**src/rtl/core/sts_pkg.sv**
```systemverilog
// ============================================================================
// sts_pkg: shared types and constants for the Taylor series sine block
// Holds the control word layout, the microprogram, and the reciprocal table.
// ============================================================================
`default_nettype none

package sts_pkg;

  // Fixed formats of the datapath.
  localparam int FRAC_BITS   = 30;
  localparam int TABLE_TERMS = 12;
  localparam int MAG_W       = 32;  // term magnitude, at most 2^31
  localparam int OP_W        = 34;  // multiplier operand width
  localparam int PROD_W      = 2 * OP_W;
  localparam int ACC_W       = 36;  // exact signed sum of Q.30 terms
  localparam int CNT_W       = 4;
  localparam int PC_W        = 3;

  // Multiplier operand A sources.
  localparam logic [1:0] A_MAG   = 2'd0;  // magnitude of the angle
  localparam logic [1:0] A_RND30 = 2'd1;  // product rounded by 2^30
  localparam logic [1:0] A_RND32 = 2'd2;  // product rounded by 2^32

  // Multiplier operand B sources.
  localparam logic [1:0] B_MAG   = 2'd0;
  localparam logic [1:0] B_RND30 = 2'd1;
  localparam logic [1:0] B_X2    = 2'd2;
  localparam logic [1:0] B_RECIP = 2'd3;

  // Jump conditions of the sequencer.
  localparam logic [1:0] COND_NONE   = 2'd0;
  localparam logic [1:0] COND_ALWAYS = 2'd1;
  localparam logic [1:0] COND_SINGLE = 2'd2;  // only one term requested
  localparam logic [1:0] COND_MORE   = 2'd3;  // further terms remain

  // Program step addresses.
  localparam logic [PC_W-1:0] PC_SQUARE = 3'd0;
  localparam logic [PC_W-1:0] PC_X2     = 3'd1;
  localparam logic [PC_W-1:0] PC_RECIP  = 3'd2;
  localparam logic [PC_W-1:0] PC_TERM   = 3'd3;
  localparam logic [PC_W-1:0] PC_FINISH = 3'd4;

  // One microprogram word.
  typedef struct packed {
    logic [1:0]      a_sel;
    logic [1:0]      b_sel;
    logic            wr_x2;
    logic            wr_term;
    logic            fin;
    logic [1:0]      cond;
    logic [PC_W-1:0] target;
  } prog_word_t;

  // Control from the sequencer to the datapath.
  typedef struct packed {
    logic       load;
    logic       mul_en;
    logic [1:0] a_sel;
    logic [1:0] b_sel;
    logic       wr_x2;
    logic       wr_term;
    logic       fin;
  } ctrl_t;

  // Status from the datapath to the sequencer.
  typedef struct packed {
    logic single;
    logic more;
  } status_t;

  // Microprogram ROM.
  function automatic prog_word_t prog_rom(input logic [PC_W-1:0] pc);
    prog_word_t w;
    w = '0;
    unique case (pc)
      PC_SQUARE: begin
        w.a_sel = A_MAG;
        w.b_sel = B_MAG;
      end
      PC_X2: begin
        // Store x^2 and start the first term product.
        w.a_sel  = A_MAG;
        w.b_sel  = B_RND30;
        w.wr_x2  = 1'b1;
        w.cond   = COND_SINGLE;
        w.target = PC_FINISH;
      end
      PC_RECIP: begin
        w.a_sel = A_RND30;
        w.b_sel = B_RECIP;
      end
      PC_TERM: begin
        // Add the new term and start the next term product.
        w.a_sel   = A_RND32;
        w.b_sel   = B_X2;
        w.wr_term = 1'b1;
        w.cond    = COND_MORE;
        w.target  = PC_RECIP;
      end
      PC_FINISH: begin
        w.fin    = 1'b1;
        w.cond   = COND_ALWAYS;
        w.target = PC_SQUARE;
      end
      default: begin
        w.fin    = 1'b1;
        w.cond   = COND_ALWAYS;
        w.target = PC_SQUARE;
      end
    endcase
    return w;
  endfunction

  // Reciprocals round(2^32 / (2k(2k+1))), indexed by k-1.
  function automatic logic [OP_W-1:0] recip_rom(input logic [CNT_W-1:0] idx);
    logic [OP_W-1:0] r;
    unique case (idx)
      4'd0:    r = 34'd715827883;
      4'd1:    r = 34'd214748365;
      4'd2:    r = 34'd102261126;
      4'd3:    r = 34'd59652324;
      4'd4:    r = 34'd39045157;
      4'd5:    r = 34'd27531842;
      4'd6:    r = 34'd20452225;
      4'd7:    r = 34'd15790321;
      4'd8:    r = 34'd12558384;
      4'd9:    r = 34'd10226113;
      4'd10:   r = 34'd8488078;
      default: r = '0;
    endcase
    return r;
  endfunction

endpackage

`default_nettype wire

```
**src/rtl/core/sts_sequencer.sv**
```systemverilog
// ============================================================================
// sts_sequencer: microprogram sequencer
// Steps a program counter through the control ROM, with conditional jumps
// taken on datapath status, and tracks whether an item is in progress.
// ============================================================================
`default_nettype none

module sts_sequencer
  import sts_pkg::*;
(
  input  wire logic    clk,
  input  wire logic    rst,
  input  wire logic    start,
  input  var  status_t status,
  output var  ctrl_t   ctrl,
  output logic         busy
);

  logic [PC_W-1:0] pc;
  prog_word_t      word;
  logic            take;

  assign word = prog_rom(pc);

  // Jump condition decode.
  always_comb begin
    unique case (word.cond)
      COND_NONE:   take = 1'b0;
      COND_ALWAYS: take = 1'b1;
      COND_SINGLE: take = status.single;
      COND_MORE:   take = status.more;
      default:     take = 1'b0;
    endcase
  end

  // Control word to the datapath; while idle only load can be raised.
  always_comb begin
    ctrl         = '0;
    ctrl.load    = start && !busy;
    ctrl.mul_en  = busy;
    ctrl.a_sel   = word.a_sel;
    ctrl.b_sel   = word.b_sel;
    ctrl.wr_x2   = busy && word.wr_x2;
    ctrl.wr_term = busy && word.wr_term;
    ctrl.fin     = busy && word.fin;
  end

  // Program counter and busy flag.
  always_ff @(posedge clk) begin
    if (rst) begin
      busy <= 1'b0;
      pc   <= PC_SQUARE;
    end else if (start && !busy) begin
      busy <= 1'b1;
      pc   <= PC_SQUARE;
    end else if (busy) begin
      pc <= take ? word.target : pc + 3'd1;
      if (word.fin) begin
        busy <= 1'b0;
      end
    end
  end

endmodule

`default_nettype wire

```
**src/rtl/core/sts_datapath.sv**
```systemverilog
// ============================================================================
// sts_datapath: shared multiplier datapath
// One registered multiplier, rounding shifters, term accumulator and the
// final saturation with its output register.
// ============================================================================
`default_nettype none

module sts_datapath
  import sts_pkg::*;
#(
  parameter int DATA_WIDTH = 32
) (
  input  wire logic             clk,
  input  wire logic             rst,
  input  var  ctrl_t            ctrl,
  input  wire logic [CNT_W-1:0] count,
  input  wire logic [31:0]      angle,
  output var  status_t          status,
  output logic                  done,
  output logic [31:0]           sine,
  output logic                  overflow
);

  localparam int WIDE_W = 65;
  localparam logic signed [WIDE_W-1:0] SAT_HI =
    (WIDE_W'(1) <<< (DATA_WIDTH - 1)) - WIDE_W'(1);
  localparam logic signed [WIDE_W-1:0] SAT_LO = -SAT_HI - WIDE_W'(1);
  localparam logic [31:0] OUT_MASK = (DATA_WIDTH >= 32) ? 32'hFFFF_FFFF :
                                     32'((64'd1 << DATA_WIDTH) - 64'd1);

  logic [MAG_W-1:0]        mag;
  logic                    neg;
  logic [OP_W-1:0]         x2;
  logic [PROD_W-1:0]       prod;
  logic signed [ACC_W-1:0] acc;
  logic [CNT_W-1:0]        k;

  logic [PROD_W-1:0]       sum30;
  logic [PROD_W-1:0]       sum32;
  logic [OP_W-1:0]         rnd30;
  logic [MAG_W-1:0]        rnd32;
  logic [OP_W-1:0]         a_op;
  logic [OP_W-1:0]         b_op;
  logic [CNT_W:0]          k_inc;
  logic                    tneg;
  logic signed [WIDE_W-1:0] wide;
  logic signed [WIDE_W-1:0] sat;
  logic                    sat_flag;

  // Round half up after the shift back to Q.30.
  assign sum30 = prod + (PROD_W'(1) << (FRAC_BITS - 1));
  assign sum32 = prod + (PROD_W'(1) << 31);
  assign rnd30 = sum30[FRAC_BITS +: OP_W];
  assign rnd32 = sum32[32 +: MAG_W];

  // Multiplier operand selection.
  always_comb begin
    unique case (ctrl.a_sel)
      A_MAG:   a_op = OP_W'(mag);
      A_RND30: a_op = rnd30;
      A_RND32: a_op = OP_W'(rnd32);
      default: a_op = OP_W'(mag);
    endcase
    unique case (ctrl.b_sel)
      B_MAG:   b_op = OP_W'(mag);
      B_RND30: b_op = rnd30;
      B_X2:    b_op = x2;
      B_RECIP: b_op = recip_rom(k - 4'd1);
      default: b_op = OP_W'(mag);
    endcase
  end

  // Term status for the sequencer.
  assign k_inc         = {1'b0, k} + 5'd1;
  assign status.single = (count == 4'd1);
  assign status.more   = (k_inc < {1'b0, count});
  assign tneg          = neg ^ k[0];

  // Working registers.
  always_ff @(posedge clk) begin
    if (ctrl.load) begin
      mag <= angle[31] ? 32'd0 - angle : angle;
      neg <= angle[31];
      acc <= ACC_W'($signed(angle));
      k   <= 4'd1;
    end else begin
      if (ctrl.mul_en) begin
        prod <= a_op * b_op;
      end
      if (ctrl.wr_x2) begin
        x2 <= rnd30;
      end
      if (ctrl.wr_term) begin
        if (tneg) begin
          acc <= acc - $signed({{(ACC_W - MAG_W){1'b0}}, rnd32});
        end else begin
          acc <= acc + $signed({{(ACC_W - MAG_W){1'b0}}, rnd32});
        end
        k <= k_inc[CNT_W-1:0];
      end
    end
  end

  // Saturation to the signed output range.
  assign wide = WIDE_W'(acc);
  always_comb begin
    priority if (wide > SAT_HI) begin
      sat      = SAT_HI;
      sat_flag = 1'b1;
    end else if (wide < SAT_LO) begin
      sat      = SAT_LO;
      sat_flag = 1'b1;
    end else begin
      sat      = wide;
      sat_flag = 1'b0;
    end
  end

  // Result register and strobe.
  always_ff @(posedge clk) begin
    if (rst) begin
      done <= 1'b0;
    end else begin
      done <= ctrl.fin;
    end
  end

  always_ff @(posedge clk) begin
    if (ctrl.fin) begin
      sine     <= sat[31:0] & OUT_MASK;
      overflow <= sat_flag;
    end
  end

  // The term index never runs past the reciprocal table.
  assert property (@(posedge clk) disable iff (rst)
    ctrl.wr_term |-> (k < CNT_W'(TABLE_TERMS)))
    else $error("term index beyond reciprocal table");

endmodule

`default_nettype wire

```
**src/rtl/core/sine_taylor_series.sv**
```systemverilog
// ============================================================================
// sine_taylor_series: Taylor series sine in signed Q1.30
// Top level with the term count register, sequencer and datapath.
// ============================================================================
// Usage:
//   An angle is transferred in at a rising edge where start is high and busy
//   is low. busy stays high until the result is out; start is ignored then.
//   The result (sine, overflow) is shown for one cycle with done high and is
//   taken at the edge that ends that cycle; the receiver cannot stall.
//   busy drops as done rises, so a new angle may be transferred at the edge
//   that takes the result. The time from one start to the next is set by the
//   single shared multiplier: the microprogram steps through the squaring,
//   the x^2 store, two multiplies for each term after the first, and the
//   finish step, before the result is shown.
//   term_count is written over the cfg channel (cfg_valid, cfg_ready always
//   high, cfg_data); the user must write it only while the block is idle, as
//   the block itself does not enforce it. Zero acts as one term and values
//   above the term limit act as the limit.
//   Reset clears busy and done, and sets term_count to 3.
// ============================================================================
`default_nettype none

module sine_taylor_series
  import sts_pkg::*;
#(
  parameter int MAX_TERMS  = 8,
  parameter int DATA_WIDTH = 32
) (
  input  wire logic        clk,
  input  wire logic        rst,
  input  wire logic        start,
  output logic             busy,
  input  wire logic [31:0] angle,
  output logic             done,
  output logic [31:0]      sine,
  output logic             overflow,
  input  wire logic        cfg_valid,
  output logic             cfg_ready,
  input  wire logic [3:0]  cfg_data
);

  localparam int LIMIT = (MAX_TERMS > TABLE_TERMS) ? TABLE_TERMS :
                         ((MAX_TERMS < 1) ? 1 : MAX_TERMS);
  localparam logic [CNT_W-1:0] LIMIT_CNT = CNT_W'(LIMIT);

  logic [CNT_W-1:0] term_count;
  logic [CNT_W-1:0] count;
  ctrl_t            ctrl;
  status_t          status;

  // Configuration register transfer.
  assign cfg_ready = 1'b1;

  always_ff @(posedge clk) begin
    if (rst) begin
      term_count <= 4'd3;
    end else if (cfg_valid && cfg_ready) begin
      term_count <= cfg_data;
    end
  end

  // Effective number of terms.
  always_comb begin
    priority if (term_count == 4'd0) begin
      count = 4'd1;
    end else if (term_count > LIMIT_CNT) begin
      count = LIMIT_CNT;
    end else begin
      count = term_count;
    end
  end

  sts_sequencer u_seq (
    .clk    (clk),
    .rst    (rst),
    .start  (start),
    .status (status),
    .ctrl   (ctrl),
    .busy   (busy)
  );

  sts_datapath #(
    .DATA_WIDTH (DATA_WIDTH)
  ) u_dp (
    .clk      (clk),
    .rst      (rst),
    .ctrl     (ctrl),
    .count    (count),
    .angle    (angle),
    .status   (status),
    .done     (done),
    .sine     (sine),
    .overflow (overflow)
  );

  // An accepted angle keeps the block busy.
  assert property (@(posedge clk) disable iff (rst)
    (start && !busy) |=> busy)
    else $error("accepted angle did not raise busy");

  // The result strobe lasts one cycle.
  assert property (@(posedge clk) disable iff (rst)
    done |=> !done)
    else $error("done held for more than one cycle");

  // A result appears only once the item is finished.
  assert property (@(posedge clk) disable iff (rst)
    done |-> (!busy && $past(busy)))
    else $error("done without a finished item");

endmodule

`default_nettype wire

```
**config.mk**
```make
export PLATFORM = sky130hd
export DESIGN_NAME = sine_taylor_series
export DESIGN_NICKNAME = d
export VERILOG_FILES = /design/src/rtl/core/sts_pkg.sv /design/src/rtl/core/sts_sequencer.sv /design/src/rtl/core/sts_datapath.sv /design/src/rtl/core/sine_taylor_series.sv
export SDC_FILE = /design/constraint.sdc
export NUM_CORES = 2
export LEC_CHECK = 0
export BUFFER_PORTS_ARGS = -buffer_cell sky130_fd_sc_hd__buf_2
export CORE_ASPECT_RATIO = 1.2
export CORE_UTILIZATION = 25
export DETAILED_ROUTE_END_ITERATION = 8
export HOLD_SLACK_MARGIN = 0.06
export SLEW_MARGIN = 15
export SYNTH_ARGS = -nofsm -noshare
export SYNTH_HDL_FRONTEND = slang
export SYNTH_SLANG_ARGS = --single-unit
```
**constraint.sdc**
```tcl
create_clock -name clk -period 11.2 [get_ports clk]
set_clock_uncertainty 0.1 [all_clocks]
set_input_delay 2.24 -clock clk [delete_from_list [all_inputs] [get_ports clk]]
set_output_delay 2.24 -clock clk [all_outputs]
set_load 0.01 [all_outputs]
```
==> flow_summary.yaml <==
synth:
  ys_warn_count: 0
  ys_seq_area_share_pct: 11.1
  async_flop_share_pct: 0
  netlist_top_cells_area: "fa_1 (42%), edfxtp_1 (11%), inv_1 (8.4%), ha_1 (8.1%), nand2_1 (6.2%)"
  synthFlopType: "edfxtp_1"
  yosys.area.top_type_share_pct: 41.8
  synth_seq_cells: 184
  syn_area_per_cell_um2: 8.77
  synthCells: 5539
  synth_edf_count: 171
  syn-cell-area_um2: 48600
  yosysUniqueCellTypes: 96
  yosysTopAreaCell: "fa_1"
  syn_nets: 6908
layout:
  drive_gt1_share_pct: 7.64
  area_growth_pct: 10.7
  fin_nets: 6944
placement:
  place_congestion: 1.00
  port_buffers: 74
  hpwl_mm: 149
routing:
  drc: 0
  wl_mm: 177
  post_drt_wl_per_cell_um: 21.7
  via_count: 39500
  dr.pass1.iters: 6
  final_antenna_net_count: 0
  routed_via_density: 4.83
  drt_iter0_drc: 3123
flow_run:
  maxCapViolations: 0
global_route:
  grt.overflow.total: 0
  grtUsageTotal_pct: 18.1
  antenna_found_initial: 3
  grt_pass1_vias: 42000
  grt_max_degree: 77
  grt_pass1_wl_mm: 267
floorplan:
  num_io_pins: 76
  initial_core_util_pct: 25.3
  die_y_um: 485
  fp.dieArea_um2: 196000
  rows: 176
  core_um2: 192000
  die_w_um: 404
timing:
  tightestPinTransition_ns: 1.08
  drv_slew: 0
  rsz0062_at_grt: "no"
  fmax_mhz: 91.5
  min_period_over_period_pct: 97.6
  slew_headroom_pct: 27.8
  setup_tns_ns: 0
  finalSetupViolCount: 0
  hold_violations: 0
  min_period_ns: 10.93
worst_hold_path:
  holdPathStages: 2
  min_path_type: "reg2reg"
setup_path:
  critPathMaxStageDelay_ns: 0.67
  end_kind: "register"
  cp-start-kind: "register"
  worstPathArrival_ns: 11.03
  cp_max_fo: 15
  reg2reg_depth: 29
  required_ns: 11.30
  path_common_cell: "fa_1"
  crit_type: "reg2reg"
  crit_path_top_delay_cell: "or4_4"
clock_network:
  cts_buffers: 17
  cts_buffer_depth: 2
  root_buffer: "clkbuf_16"
  clock_latency_ns: 0.47
  clk_pin_slew_ns: 0.08
  cts.sinks: 184
  tritoncts: "done"
  cts_max_level: 4
status:
  status: "complete, no violations"
==> layer usage <==
metal	vias to the layer above	routed length, µm	global-route usage, %
met1	20300	68000	22.2
met3	402	11900	2.12
li1	17100	-	-
met4	2	11600	9.85
met2	1704	85700	30.9
met5	-	13	0
==> cells by family (layout without fill, tap and decap cells) <==
logic type,count (synthesis),after routing,synth area share [%]
and+or+nand+nor,1772,1772,15.4
muxes,16,16,0.340
adders and majority gates,1329,1329,49.9
AOI/OAI and AO/OA,642,642,8.64
DFF,184,184,11.1
other,1,3,0.00772
buffers and inverters,1389,1438,10.8
xor gates and xnor gates,206,206,3.74
==> state kept, by name, indices dropped and copies added, names as in the netlist, 3 cells and up <==
name        count
u_dp.k          4
u_dp.x2        34
u_dp.acc       36
u_dp.sine      32
term_count      4
u_dp.mag       32
u_seq.pc        3
u_dp.prod      35
==> final timing paths <==
path                                    start       endpoint  slack, ns
worst min-delay path            term_count[3]  term_count[3]       0.41
worst min register to register  term_count[3]  term_count[3]       0.41
worst max-delay path            u_dp.prod[44]  u_dp.prod[33]       0.27
worst max register to register  u_dp.prod[44]  u_dp.prod[33]       0.27
==> area by class of cell <==
cell class / instances / area [µm²]
diodes: 2 / 5.00
well taps: 2581 / 3230
fillers: 20400 / 139000
clock inverters: 15 / 156
multi-input cells: 3966 / 38200
flip-flops and latches: 184 / 5400
repair buffers: 313 / 2210
inverters: 1093 / 4100
clock buffers: 17 / 425
==> cell usage in the layout (no fill, tap or decap), types with 116 or more instances in the layout <==
cell type and count:
a21oi_1 132, nor2_1 653, o21ai_0 116, inv_1 1091, ha_1 313, buf_4 235, fa_1 1015, nand2_1 795
edfxtp_1 171, xnor2_1 128
==> cell usage after synthesis, types with 13 or more instances <==
cell type,instances
clkbuf_1,255
buf_2,26
nand4_1,41
nor2_1,656
and2_1,36
inv_1,1091
and3_1,17
edfxtp_1,171
nand2b_1,24
nor3_1,37
a31oi_1,18
o21ai_0,124
o31ai_1,22
a21o_1,60
ha_1,314
a22oi_1,22
nand3_1,63
nor2b_1,19
xnor2_1,128
nand2_1,797
a21oi_1,137
xor2_1,77
o21bai_1,17
dfxtp_1,13
or3_1,13
o21a_1,85
o21ai_1,36
fa_1,1015
o211ai_1,17
==> critical path: cells and delay by family (launching register included) <==
family	cells	cell delay (ns)
AOI/OAI and AO/OA	7	2.68
xor gates and xnor gates	2	0.67
adders and majority gates	9	4.37
buffers and inverters	7	0.90
DFF	1	0.57
and+or+nand+nor	4	1.33
==> per-stage QoR <==
step           setup WS, ns  cell area (µm²)  util, %  cells  hold slack (ns)
6_report              0.271            53700     28.0   8171            0.410
5_1_grt              0.0190            53700     28.0   8169            0.447
4_1_cts               0.161            53600     27.9   8162            0.427
3_5_place_dp         -0.102            53000     27.6   8130            0.409
3_3_place_gp         0.0207            53000     27.6   8130            0.382
2_1_floorplan          1.02            48600        -   5539            0.360
==> timing repair <==
action,CTS,global route
pin swaps,0,4
hold buffers,0,0
setup buffers,0,7
endpoints found under the setup margin,5,22
gates resized for setup,3,20
Power is not shown: default switching activity piles up to over one toggle a cycle in this logic, so the estimate is an artifact.
